<file path="config.mk">
export PLATFORM = sky130hd
export DESIGN_NAME = tensor_axis_permute_address
export DESIGN_NICKNAME = d
export VERILOG_FILES = /design/src/rtl/core/tap_pkg.sv /design/src/rtl/core/tap_cfg.sv /design/src/rtl/core/tap_core.sv /design/src/rtl/core/tensor_axis_permute_address.sv
export SDC_FILE = /design/constraint.sdc
export NUM_CORES = 2
export LEC_CHECK = 0
export ABC_AREA = 0
export BUFFER_PORTS_ARGS = -buffer_cell sky130_fd_sc_hd__buf_2
export CORE_MARGIN = 1
export CORE_UTILIZATION = 35
export CTS_BUF_LIST = sky130_fd_sc_hd__clkbuf_8 sky130_fd_sc_hd__clkbuf_16
export DETAILED_ROUTE_END_ITERATION = 12
export HOLD_SLACK_MARGIN = 0.1
export MAX_ROUTING_LAYER = met4
export PLACE_DENSITY = 0.55
export SYNTH_ARGS = -nofsm -noshare
export SYNTH_HDL_FRONTEND = slang
export SYNTH_SLANG_ARGS = --single-unit
</file>
<file path="constraint.sdc">
create_clock -name aclk -period 11.4 [get_ports aclk]
set_input_delay 1.14 -clock aclk [delete_from_list [all_inputs] [get_ports aclk]]
set_output_delay 1.14 -clock aclk [all_outputs]
set_load 0.01 [all_outputs]
</file>
<file path="src/rtl/core/tap_pkg.sv">
// Shared types and constants for the tensor axis permute address generator.
package tap_pkg;

    localparam int CFG_IDX_W  = 3;
    localparam int CFG_DATA_W = 9;
    localparam int SIZE_W     = 9;
    localparam int SIZE_REGS  = 4;
    localparam int PERM_W     = 8;
    localparam int COUNT_W    = 4;
    localparam int OFFSET_W   = 32;
    localparam int ELEM_W     = 64;

    typedef enum logic [CFG_IDX_W-1:0] {
        CFG_NUM_AXES   = 3'd0,
        CFG_AXIS0_SIZE = 3'd1,
        CFG_AXIS1_SIZE = 3'd2,
        CFG_AXIS2_SIZE = 3'd3,
        CFG_AXIS3_SIZE = 3'd4,
        CFG_PERM_MAP   = 3'd5
    } tap_cfg_idx_t;

    typedef enum logic [1:0] {
        SEQ_IDLE,
        SEQ_STRIDE,
        SEQ_PRODUCT
    } tap_seq_t;

    typedef struct packed {
        logic               busy;
        logic               perm_ok;
        logic [COUNT_W-1:0] used_axes;
    } tap_ctrl_t;

endpackage

</file>
<file path="src/rtl/core/tap_cfg.sv">
// Configuration registers and the stride and partial-offset setup sequencer.
module tap_cfg #(
    parameter int MAX_AXES  = 4,
    parameter int AXIS_BITS = 8
) (
    input  logic                               aclk,
    input  logic                               aresetn,
    input  logic                               cfg_wr_en,
    input  logic [tap_pkg::CFG_IDX_W-1:0]      cfg_wr_index,
    input  logic [tap_pkg::CFG_DATA_W-1:0]     cfg_wr_data,
    input  logic [AXIS_BITS-1:0]               axis_index [MAX_AXES],
    output tap_pkg::tap_ctrl_t                 ctrl,
    output logic [tap_pkg::SIZE_W-1:0]         eff_size [MAX_AXES],
    output logic [tap_pkg::OFFSET_W-1:0]       stride [MAX_AXES],
    output logic [MAX_AXES-1:0]                prod_we,
    output logic [tap_pkg::OFFSET_W-1:0]       prod_value
);

    localparam int STEP_W   = (MAX_AXES > 1) ? $clog2(MAX_AXES) : 1;
    localparam logic [STEP_W-1:0] LAST_STEP = STEP_W'(MAX_AXES - 1);
    localparam int SIZE_LIM = ((1 << AXIS_BITS) < 256) ? (1 << AXIS_BITS) : 256;
    localparam int ACC_PW   = tap_pkg::OFFSET_W + tap_pkg::SIZE_W;
    localparam int PROD_PW  = tap_pkg::OFFSET_W + AXIS_BITS;

    logic [2:0]                        num_axes_reg;
    logic [tap_pkg::SIZE_W-1:0]        size_reg [tap_pkg::SIZE_REGS];
    logic [tap_pkg::PERM_W-1:0]        perm_map_reg;

    tap_pkg::tap_seq_t                 state_reg, state_next;
    logic [STEP_W-1:0]                 step_reg;
    logic [tap_pkg::OFFSET_W-1:0]      acc_reg;
    logic [tap_pkg::OFFSET_W-1:0]      stride_reg [MAX_AXES];

    logic [tap_pkg::COUNT_W-1:0]       used_axes;
    logic [tap_pkg::COUNT_W-1:0]       perm_entry [MAX_AXES];
    logic                              perm_ok;
    logic                              busy;
    logic                              stride_we;
    logic                              prod_en;
    logic [STEP_W-1:0]                 perm_sel;
    logic [ACC_PW-1:0]                 acc_prod;
    logic [PROD_PW-1:0]                prod_full;

    always_ff @(posedge aclk) begin
        if (!aresetn) begin
            num_axes_reg <= 3'd2;
            for (int i = 0; i < tap_pkg::SIZE_REGS; i++) begin
                size_reg[i] <= tap_pkg::SIZE_W'(1);
            end
            perm_map_reg <= 8'd228;
        end else if (cfg_wr_en) begin
            unique case (tap_pkg::tap_cfg_idx_t'(cfg_wr_index))
                tap_pkg::CFG_NUM_AXES:   num_axes_reg <= cfg_wr_data[2:0];
                tap_pkg::CFG_AXIS0_SIZE: size_reg[0]  <= cfg_wr_data;
                tap_pkg::CFG_AXIS1_SIZE: size_reg[1]  <= cfg_wr_data;
                tap_pkg::CFG_AXIS2_SIZE: size_reg[2]  <= cfg_wr_data;
                tap_pkg::CFG_AXIS3_SIZE: size_reg[3]  <= cfg_wr_data;
                tap_pkg::CFG_PERM_MAP:   perm_map_reg <= cfg_wr_data[tap_pkg::PERM_W-1:0];
                default: ;
            endcase
        end
    end

    always_comb begin
        used_axes = {1'b0, num_axes_reg};
        if (used_axes == '0) begin
            used_axes = tap_pkg::COUNT_W'(1);
        end else if (used_axes > tap_pkg::COUNT_W'(MAX_AXES)) begin
            used_axes = tap_pkg::COUNT_W'(MAX_AXES);
        end
    end

    // Axes without a size register act as size one; result axes beyond the
    // permutation field take the source axis of their own number.
    for (genvar s = 0; s < MAX_AXES; s++) begin : g_axis
        if (s < tap_pkg::SIZE_REGS) begin : g_sized
            always_comb begin
                eff_size[s] = size_reg[s];
                if (eff_size[s] == '0) begin
                    eff_size[s] = tap_pkg::SIZE_W'(1);
                end else if (eff_size[s] > tap_pkg::SIZE_W'(SIZE_LIM)) begin
                    eff_size[s] = tap_pkg::SIZE_W'(SIZE_LIM);
                end
            end
            assign perm_entry[s] = {2'b00, perm_map_reg[2*s +: 2]};
        end else begin : g_unsized
            assign eff_size[s]   = tap_pkg::SIZE_W'(1);
            assign perm_entry[s] = tap_pkg::COUNT_W'(s);
        end
    end

    always_comb begin
        perm_ok = 1'b1;
        for (int i = 0; i < MAX_AXES; i++) begin
            if (tap_pkg::COUNT_W'(i) < used_axes) begin
                if (perm_entry[i] >= used_axes) begin
                    perm_ok = 1'b0;
                end
                for (int j = 0; j < i; j++) begin
                    if (perm_entry[j] == perm_entry[i]) begin
                        perm_ok = 1'b0;
                    end
                end
            end
        end
    end

    always_comb begin
        state_next = state_reg;
        unique case (state_reg)
            tap_pkg::SEQ_IDLE:    state_next = tap_pkg::SEQ_IDLE;
            tap_pkg::SEQ_STRIDE:  if (step_reg == '0) state_next = tap_pkg::SEQ_PRODUCT;
            tap_pkg::SEQ_PRODUCT: if (step_reg == '0) state_next = tap_pkg::SEQ_IDLE;
            default:              state_next = tap_pkg::SEQ_IDLE;
        endcase
        if (cfg_wr_en) begin
            state_next = tap_pkg::SEQ_STRIDE;
        end
    end

    always_comb begin
        busy      = (state_reg != tap_pkg::SEQ_IDLE);
        stride_we = (state_reg == tap_pkg::SEQ_STRIDE) && perm_ok &&
                    (tap_pkg::COUNT_W'(step_reg) < used_axes);
        prod_en   = (state_reg == tap_pkg::SEQ_PRODUCT);
    end

    // The stride pass walks result axes from the fastest one up, so the
    // accumulator holds the product of the extents already placed.
    assign perm_sel  = perm_entry[step_reg][STEP_W-1:0];
    assign acc_prod  = acc_reg * eff_size[perm_sel];
    assign prod_full = axis_index[step_reg] * stride_reg[step_reg];

    always_ff @(posedge aclk) begin
        if (!aresetn) begin
            state_reg <= tap_pkg::SEQ_STRIDE;
            step_reg  <= LAST_STEP;
            acc_reg   <= tap_pkg::OFFSET_W'(1);
            for (int i = 0; i < MAX_AXES; i++) begin
                stride_reg[i] <= '0;
            end
        end else begin
            state_reg <= state_next;
            if (cfg_wr_en) begin
                step_reg <= LAST_STEP;
                acc_reg  <= tap_pkg::OFFSET_W'(1);
                for (int i = 0; i < MAX_AXES; i++) begin
                    stride_reg[i] <= '0;
                end
            end else if (busy) begin
                step_reg <= (step_reg == '0) ? LAST_STEP : step_reg - 1'b1;
                if (stride_we) begin
                    stride_reg[perm_sel] <= acc_reg;
                    acc_reg              <= acc_prod[tap_pkg::OFFSET_W-1:0];
                end
            end
        end
    end

    assign prod_we    = prod_en ? (MAX_AXES'(1) << step_reg) : '0;
    assign prod_value = prod_full[tap_pkg::OFFSET_W-1:0];
    assign stride     = stride_reg;

    assign ctrl.busy      = busy;
    assign ctrl.perm_ok   = perm_ok;
    assign ctrl.used_axes = used_axes;

endmodule

</file>
<file path="src/rtl/core/tap_core.sv">
// Per-axis index counters, running destination offset and the result register.
module tap_core #(
    parameter int MAX_AXES     = 4,
    parameter int AXIS_BITS    = 8,
    parameter int ELEMENT_BITS = 64
) (
    input  logic                              aclk,
    input  logic                              aresetn,
    input  logic                              s_valid,
    output logic                              s_ready,
    input  logic [tap_pkg::ELEM_W-1:0]        s_element_in,
    output logic                              m_valid,
    input  logic                              m_ready,
    output logic [tap_pkg::OFFSET_W-1:0]      m_dest_offset,
    output logic [tap_pkg::ELEM_W-1:0]        m_element_out,
    output logic                              m_last_element,
    output logic                              m_perm_error,
    input  tap_pkg::tap_ctrl_t                ctrl,
    input  logic [tap_pkg::SIZE_W-1:0]        eff_size [MAX_AXES],
    input  logic [tap_pkg::OFFSET_W-1:0]      stride [MAX_AXES],
    input  logic [MAX_AXES-1:0]               prod_we,
    input  logic [tap_pkg::OFFSET_W-1:0]      prod_value,
    output logic [AXIS_BITS-1:0]              axis_index [MAX_AXES]
);

    localparam int CMP_W = ((AXIS_BITS > tap_pkg::SIZE_W) ? AXIS_BITS : tap_pkg::SIZE_W) + 1;
    localparam logic [tap_pkg::ELEM_W-1:0] ELEM_MASK =
        {tap_pkg::ELEM_W{1'b1}} >> (tap_pkg::ELEM_W - ELEMENT_BITS);

    logic [AXIS_BITS-1:0]          idx_reg  [MAX_AXES];
    logic [AXIS_BITS-1:0]          idx_next [MAX_AXES];
    logic [tap_pkg::OFFSET_W-1:0]  prod_reg  [MAX_AXES];
    logic [tap_pkg::OFFSET_W-1:0]  prod_next [MAX_AXES];
    logic [tap_pkg::OFFSET_W-1:0]  dest_reg, dest_next;

    logic                          m_valid_reg, m_valid_next;
    logic [tap_pkg::OFFSET_W-1:0]  m_dest_reg;
    logic [tap_pkg::ELEM_W-1:0]    m_elem_reg;
    logic                          m_last_reg;
    logic                          m_err_reg;

    logic                          fire;
    logic [MAX_AXES-1:0]           used, can_inc, at_last, incr, clr;
    logic                          last;
    logic                          carry;
    logic [tap_pkg::OFFSET_W-1:0]  sub_sum, add_val, dest_step;

    assign fire    = s_valid && s_ready;
    assign s_ready = !ctrl.busy && (!m_valid_reg || m_ready);

    always_comb begin
        for (int s = 0; s < MAX_AXES; s++) begin
            used[s]    = tap_pkg::COUNT_W'(s) < ctrl.used_axes;
            can_inc[s] = (CMP_W'(idx_reg[s]) + 1'b1) <  CMP_W'(eff_size[s]);
            at_last[s] = (CMP_W'(idx_reg[s]) + 1'b1) == CMP_W'(eff_size[s]);
        end
        last = 1'b1;
        for (int s = 0; s < MAX_AXES; s++) begin
            if (used[s] && !at_last[s]) begin
                last = 1'b0;
            end
        end
        // Carry ripples from the fastest used axis toward axis 0 and stops
        // at the first axis that can still count up.
        carry = 1'b1;
        for (int s = MAX_AXES - 1; s >= 0; s--) begin
            incr[s] = used[s] && carry && can_inc[s];
            clr[s]  = used[s] && carry && !can_inc[s];
            if (used[s]) begin
                carry = carry && !can_inc[s];
            end
        end
    end

    always_comb begin
        sub_sum = '0;
        add_val = '0;
        for (int s = 0; s < MAX_AXES; s++) begin
            if (clr[s]) begin
                sub_sum = sub_sum + prod_reg[s];
            end
            if (incr[s]) begin
                add_val = add_val | stride[s];
            end
        end
        dest_step = dest_reg - sub_sum + add_val;
    end

    always_comb begin
        for (int s = 0; s < MAX_AXES; s++) begin
            idx_next[s]  = idx_reg[s];
            prod_next[s] = prod_reg[s];
            if (last || clr[s]) begin
                idx_next[s]  = '0;
                prod_next[s] = '0;
            end else if (incr[s]) begin
                idx_next[s]  = idx_reg[s] + 1'b1;
                prod_next[s] = prod_reg[s] + stride[s];
            end
        end
        dest_next = (last || !ctrl.perm_ok) ? '0 : dest_step;
    end

    assign m_valid_next = fire ? 1'b1 : (m_ready ? 1'b0 : m_valid_reg);

    always_ff @(posedge aclk) begin
        if (!aresetn) begin
            m_valid_reg <= 1'b0;
            dest_reg    <= '0;
            for (int s = 0; s < MAX_AXES; s++) begin
                idx_reg[s]  <= '0;
                prod_reg[s] <= '0;
            end
        end else begin
            m_valid_reg <= m_valid_next;
            if (fire) begin
                dest_reg <= dest_next;
            end
            for (int s = 0; s < MAX_AXES; s++) begin
                if (prod_we[s]) begin
                    prod_reg[s] <= prod_value;
                end else if (fire) begin
                    prod_reg[s] <= prod_next[s];
                end
                if (fire) begin
                    idx_reg[s] <= idx_next[s];
                end
            end
        end
    end

    always_ff @(posedge aclk) begin
        if (fire) begin
            m_dest_reg <= ctrl.perm_ok ? dest_reg : '0;
            m_elem_reg <= s_element_in & ELEM_MASK;
            m_last_reg <= last;
            m_err_reg  <= !ctrl.perm_ok;
        end
    end

    assign m_valid        = m_valid_reg;
    assign m_dest_offset  = m_dest_reg;
    assign m_element_out  = m_elem_reg;
    assign m_last_element = m_last_reg;
    assign m_perm_error   = m_err_reg;
    assign axis_index     = idx_reg;

endmodule

</file>
<file path="src/rtl/core/tensor_axis_permute_address.sv">
// A beat accepted at a clock edge appears on the result port in the following cycle;
// the index carry and offset add are combinational. Throughput: one beat per cycle
// while no setup pass runs and no result waits on m_ready. After reset and after every
// configuration write, a setup pass computes the strides and per-axis partial offsets;
// s_ready is low during it. Reset returns the registers to two axes of size one with the
// identity order, and clears the index counters and the running offset.
module tensor_axis_permute_address #(
    parameter int MAX_AXES     = 4,
    parameter int ELEMENT_BITS = 64,
    parameter int AXIS_BITS    = 8
) (
    input  logic                              aclk,
    input  logic                              aresetn,
    input  logic                              cfg_wr_en,
    input  logic [tap_pkg::CFG_IDX_W-1:0]     cfg_wr_index,
    input  logic [tap_pkg::CFG_DATA_W-1:0]    cfg_wr_data,
    input  logic                              s_valid,
    output logic                              s_ready,
    input  logic [tap_pkg::ELEM_W-1:0]        s_element_in,
    output logic                              m_valid,
    input  logic                              m_ready,
    output logic [tap_pkg::OFFSET_W-1:0]      m_dest_offset,
    output logic [tap_pkg::ELEM_W-1:0]        m_element_out,
    output logic                              m_last_element,
    output logic                              m_perm_error
);

    tap_pkg::tap_ctrl_t               ctrl;
    logic [tap_pkg::SIZE_W-1:0]       eff_size [MAX_AXES];
    logic [tap_pkg::OFFSET_W-1:0]     stride [MAX_AXES];
    logic [MAX_AXES-1:0]              prod_we;
    logic [tap_pkg::OFFSET_W-1:0]     prod_value;
    logic [AXIS_BITS-1:0]             axis_index [MAX_AXES];

    tap_cfg #(
        .MAX_AXES  (MAX_AXES),
        .AXIS_BITS (AXIS_BITS)
    ) u_cfg (
        .aclk         (aclk),
        .aresetn      (aresetn),
        .cfg_wr_en    (cfg_wr_en),
        .cfg_wr_index (cfg_wr_index),
        .cfg_wr_data  (cfg_wr_data),
        .axis_index   (axis_index),
        .ctrl         (ctrl),
        .eff_size     (eff_size),
        .stride       (stride),
        .prod_we      (prod_we),
        .prod_value   (prod_value)
    );

    tap_core #(
        .MAX_AXES     (MAX_AXES),
        .AXIS_BITS    (AXIS_BITS),
        .ELEMENT_BITS (ELEMENT_BITS)
    ) u_core (
        .aclk           (aclk),
        .aresetn        (aresetn),
        .s_valid        (s_valid),
        .s_ready        (s_ready),
        .s_element_in   (s_element_in),
        .m_valid        (m_valid),
        .m_ready        (m_ready),
        .m_dest_offset  (m_dest_offset),
        .m_element_out  (m_element_out),
        .m_last_element (m_last_element),
        .m_perm_error   (m_perm_error),
        .ctrl           (ctrl),
        .eff_size       (eff_size),
        .stride         (stride),
        .prod_we        (prod_we),
        .prod_value     (prod_value),
        .axis_index     (axis_index)
    );

    // No beat may enter while strides or partial offsets are being rebuilt.
    a_busy_blocks_input: assert property (@(posedge aclk) disable iff (!aresetn)
        ctrl.busy |-> !s_ready)
        else $error("input accepted during setup pass");

    a_write_starts_setup: assert property (@(posedge aclk) disable iff (!aresetn)
        cfg_wr_en |=> !s_ready)
        else $error("configuration write did not start a setup pass");

    a_error_zero_offset: assert property (@(posedge aclk) disable iff (!aresetn)
        (m_valid && m_perm_error) |-> (m_dest_offset == '0))
        else $error("nonzero offset reported with a permutation error");

endmodule

</file>
After elaboration in Yosys (flattened, before gate mapping) --
Memory sizes are Yosys's and may differ from the RTL's. Cells that the tools add are included.
Cells by class: multiply operators 2, equality and inequality tests 19, bitwise gates (word level) 18, reductions and logical operators 61, order comparisons 21, shift-type cells 1, muxes and demuxes 132, add/sub/neg operators 18
Operators by type and width (count):
- $mux W32 | 28
- $add A32 B32 Y32 | 8
- $bwmux W128 | 1
- $mux W9 | 14
- $or A32 B32 Y32 | 3
- $mux W8 | 10
- $mux W1 | 65
- $bmux W32 S2 | 1
- $demux W32 S2 | 1
- $eq A10 B9 Y1 | 4
- $lt A10 B9 Y1 | 4
- $add A8 B1 Y9 const B | 4
- $gt A9 B9 Y1 const B | 4
- $logic_not A9 Y1 | 4
- $add A8 B1 Y8 const B | 4
- $mul A32 B9 Y32 | 1
- $mul A8 B32 Y32 | 1
- $sub A32 B32 Y32 | 1
- $logic_and A1 B1 Y1 | 22
- $bmux W9 S2 | 1
- $bmux W8 S2 | 1
- $ge A2 B4 Y1 | 4
- $reduce_and A2 Y1 | 8
- $eq A2 B2 Y1 | 6
- other kinds (28) | 72
Storage, ports and cells: memory bits (writable) 164, memories kept 2, input port bits 81, output and inout port bits 100, register bits 338, word-level logic and storage cells 293
Memories:
- u_core.prod_reg | depth 4, bits a word 32, read ports 4, clocked after memory_dff 0, write ports 4, RTL line tap_core.sv:32 | logic [tap_pkg::OFFSET_W-1:0] prod_reg [MAX_AXES];
- u_cfg.size_reg | depth 4, bits a word 9, read ports 4, clocked after memory_dff 0, write ports 4, RTL line tap_cfg.sv:26 | logic [tap_pkg::SIZE_W-1:0] size_reg [tap_pkg::SIZE_REGS];

Logic depth before layout (Yosys ltp) --
An unclocked memory read counts as a cell.
depth after elaboration 23, mapped depth 62

Cells and area by module --
Synthesis repeated with hierarchy kept, for this count alone.
Unflattened totals: cell total of the unflattened synthesis 5635, area total of the unflattened synthesis 49645.1 um2
By module, submodules not included:
- tap_core | area an instance 26481.6 um2, cells each 2939, instances 1
- tap_cfg | area an instance 23163.5 um2, cells each 2696, instances 1

Least setup slack after synthesis --
No wires, ideal clock.
path type register to register, from reg u_core.idx_reg, in the netlist u_core.axis_index[8], to reg u_core.dest_reg[31] in the netlist's numbering, setup slack 0.047 ns, arrival time 11.235 ns, clock period less this slack 11.353 ns, setup time 0.118 ns, required time 11.282 ns, stages on the path, launching flop included 56, cell sequence dfxtp_1 ha_1 and3_1 and3_1 and3_1 ha_1 a211oi_2 nand2_1 or4b_4 a21oi_2 o22ai_1 a21o_1 clkbuf_1 and3_1 ha_1 and3_1 a221o_1 o21ai_0 [... 20 more ...] o211ai_1 a21oi_1 o21a_1 or3_1 a21o_1 o21a_1 fa_1 inv_1 ha_1 a21o_1 a21o_1 a21oi_1 o31ai_1 a21oi_1 xnor3_1 xnor2_2 xnor2_1 o21ai_1
Between the ends: longest elaborated chain between the ends 19, elaborated cells between the ends (all ways) 38, those cells by class add/sub: 6; order compare: 1; eq/ne: 1; mux: 13; bitwise: 3; reduce/logical: 14
RTL lines:
- start, declared | RTL line tap_core.sv:30 | logic [AXIS_BITS-1:0] idx_reg [MAX_AXES];
- start signal, assigned by index | RTL line tap_core.sv:126 | idx_reg[s] <= idx_next[s];
- $add A8 B1 Y9 (*) | RTL line tap_core.sv:54, tap_core.sv:55
- $lt A10 B9 Y1 | RTL line tap_core.sv:54 | can_inc[s] = (CMP_W'(idx_reg[s]) + 1'b1) < CMP_W'(eff_size[s]);
- $logic_not A1 Y1 | RTL line tap_core.sv:68, tap_core.sv:70
- $logic_and A1 B1 Y1 | RTL line tap_core.sv:70 | carry = carry && !can_inc[s];
- $mux W1 | RTL line tap_core.sv:69 | if (used[s]) begin
- $logic_and A1 B1 Y1 | RTL line tap_core.sv:70
- $mux W1 | RTL line tap_core.sv:69
- $logic_and A1 B1 Y1 | RTL line tap_core.sv:67, tap_core.sv:68
- [... 3 more ...]
- $mux W32 | RTL line tap_core.sv:79 | if (clr[s]) begin
- $add A32 B32 Y32 | RTL line tap_core.sv:80 | sub_sum = sub_sum + prod_reg[s];
- $mux W32 | RTL line tap_core.sv:79
- $add A32 B32 Y32 | RTL line tap_core.sv:80
- $mux W32 | RTL line tap_core.sv:79
- $sub A32 B32 Y32 | RTL line tap_core.sv:86 | dest_step = dest_reg - sub_sum + add_val;
- $add A32 B32 Y32 | RTL line tap_core.sv:86
- $mux W32 (*) | RTL line tap_core.sv:101 | dest_next = (last || !ctrl.perm_ok) ? '0 : dest_step;
- end signal, assigned | RTL line tap_core.sv:117 | dest_reg <= dest_next;
- end, declared | RTL line tap_core.sv:34 | logic [tap_pkg::OFFSET_W-1:0] dest_reg, dest_next;
Every way passes the cells marked *; elsewhere a longest branch is shown, timed or not. A chain may end at the register's enable or synchronous reset.

Worst setup path in the final report --
Ends and elaborated chain as after synthesis.

==> impl_metrics.toml <==
[power_and_ir_drop]
finalPower_mw = 4.67
irDropWorstVdd_uv = 124
power.density_nw_per_um2 = 81.9
leakagePower_nw = 24.2

[floorplanning]
fp.coreArea_sq_um = 139000
die_h_um = 376
fp.dieW_um = 376
num_rows = 137
dieArea_sq_um = 142000
io_pins = 181
start_util_pct = 35.2

[place]
place_congestion = 0.971
portBuffers = 180
dpl.hpwl_um = 130000
dp_slack_ps = -529

[timing]
final-hold-violation-count = 0
slew_headroom_pct = 14.7
fin_skew_ps = 40.2
setup_violations = 0
drv_slew = 0
period_needed_ps = 11220
tightest_slew_ps = 1270
finalWorstSetupSlack_ps = 184
rsz0062_at_grt = "yes"
fin_crit_sh_pct = 98.4
fmaxAchievable_mhz = 89.2

[setup_path]
crit_top_cell = "a21o_1"
startpoint_type = "flip-flop"
cp_data_arrival_time_ps = 11760
cpPeakStageDelay_ps = 550
reg2reg_slack_ps = 180
critPathKind = "reg -> reg"
reg2reg_from = "u_core.axis_index[8]"
cp_data_required_time_ps = 11940
reg2reg_depth = 56
worst_path_max_delay_cell = "or4b_4"
path_max_fanout = 6
endpoint_kind = "flip-flop"
r2r_end = "u_core.dest_reg[31]"

[clock_tree]
tritoncts = "built"
clock-sinks = 502
cts.path.max_buffers = 3
htree_levels = 3
clkTransAtPathRegs_ps = 60
hold_buffers = 0
cts_buffers = 66
clock_latency_ps = 680
ctsRootBufferMaster = "clkbuf_16"

[grt]
grt_max_degree = 74
antenna_found_initial = 4
grt_pass1_wl_um = 248000
overflow = 0
grtUsageTotal_pct = 23.4
grt_pass1_vias = 41300

[detailed_routing]
ant_nets = 0
firstDrtPassIters = 11
wl_um = 163000
vias = 42100
drt_iter0_drc = 3372
avgRoutedWirePerCell_um = 20.6
viasPerCell = 5.33
drc_errors = 0

[logic_synthesis]
synth_edf_count = 262
postSynthCellCount = 5596
synth.avg_cell_area_sq_um = 8.77
async_flop_share_pct = 0
syn-num-nets = 6430
synth_cell_types = 101
yosysSeqAreaShare_pct = 25.8
ys_warn_count = 0
synth-seq-cells = 502
synthFlopType = "edfxtp_1"
synth_area_sq_um = 49100

[min_path]
min_from = "u_core.dest_reg[27]"
min_path_type = "reg -> reg"
holdPathEnd = "u_core.dest_reg[27]"
whs_path_depth = 2

[finish]
final_cell_mix = "nand2_1, inv_1, a21oi_1, fa_1, buf_4"
fin_util_pct = 40.9
fin_nets = 6808
syn2layout_area_growth_pct = 16.0
drive_gt1_share_pct = 14.7
mostFrequentLayoutCell = "nand2_1"

[run_status]
status = "completed"

[job]
max_cap_violations = 0
-- how the worst max path moves through the flow --
stage | from | to | cells after the start
after floorplan | u_core.axis_index[8] | u_core.dest_reg[31] | 55
after global placement | u_core.axis_index[8] | u_core.dest_reg[31] | 55
after detailed placement | u_core.axis_index[8] | u_core.dest_reg[31] | 55
after CTS | u_core.axis_index[8] | u_core.dest_reg[31] | 55
after global routing | u_core.axis_index[8] | u_core.dest_reg[31] | 59
final | u_core.axis_index[8] | u_core.dest_reg[31] | 56
-- stage by stage --
stage / setup TNS (ps) / cells / area [sq um] / hold WS (ps)
after floorplan: 0 / 5596 / 49100 / 444
after global routing: -393 / 7905 / 56900 / 517
final: 0 / 7907 / 56900 / 480
after global placement: -754 / 7766 / 54200 / 455
after detailed placement: -1740 / 7766 / 54200 / 467
after CTS: 0 / 7892 / 56500 / 480
-- cell usage after synthesis, types with 38 or more instances --
master / number / area (sq um)
a21boi_0: 45 / 338
a21o_1: 164 / 1230
a21oi_1: 497 / 2490
a22oi_1: 38 / 285
and2_1: 180 / 1130
and3_1: 85 / 532
clkbuf_1: 200 / 751
dfxtp_1: 240 / 4800
edfxtp_1: 262 / 7870
fa_1: 373 / 7470
ha_1: 380 / 4750
inv_1: 477 / 1790
mux2_2: 39 / 439
mux4_2: 39 / 878
nand2_1: 909 / 3410
nand2b_1: 47 / 294
nand3_1: 78 / 390
nor2_1: 276 / 1040
nor2b_1: 134 / 838
nor3_1: 47 / 235
o21a_1: 42 / 315
o21ai_0: 204 / 1020
o21bai_1: 41 / 308
xnor2_1: 177 / 1550
xor2_1: 135 / 1180
-- layout make-up --
class / count / area, sq um
multi-input combinational: 4369 / 34200
antenna: 4 / 10.0
clock inverter: 42 / 289
fill: 14000 / 82400
inverter: 483 / 1820
timing repair buffer: 552 / 3730
tap: 1876 / 2350
clock buffer: 79 / 1880
sequential: 502 / 12700
-- repair_timing --
item / 4_1_cts / 5_1_grt
resized for setup: 29 / 83
setup buffers: 5 / 11
endpoints found under the setup margin: 7 / 8
pin swaps: 18 / 56
-- layer usage --
metal  track usage (%)  part of all wire (%)  vias to the layer above
li1                  -                     -                    20000
met1              31.7                    45                    20700
met2              36.7                    46                     1257
met3              2.77                   6.8                      191
met4              6.62                   2.5                        0
met5                 -                     0                        -
-- power breakdown --
part           leakage (nW)  internal, mW  switching [mW]  total (mW)
Clock                  1.13          1.20           0.899        2.10
Sequential             4.50          1.93          0.0315        1.96
Combinational          18.6         0.232           0.375       0.607
Total                  24.2          3.36            1.31        4.67
-- logic make-up (layout without fill, tap and decap cells) --
group	Yosys count	count (layout)	share of synthesized area, %
other	0	4	0
AND/OR/NAND/NOR	1879	1879	17.8
multiplexers	105	105	3.24
AO/OA/AOI/OAI	1317	1317	16.9
XOR/XNOR	315	315	5.69
flip-flops	502	502	25.8
adder cells (fa/ha/maj)	753	753	24.9
buffers and inverters	725	1156	5.67
-- worst max-delay path, delay by kind of cell, from the launching register on --
kind	cells	cell delay (ps)
DFF	1	340
and+or+nand+nor	11	2520
xor gates and xnor gates	6	1130
AOI/OAI and AO/OA	30	5030
adders and majority gates	6	1750
buffers and inverters	3	320
No activity file was read; power rests on OpenSTA's default activity.
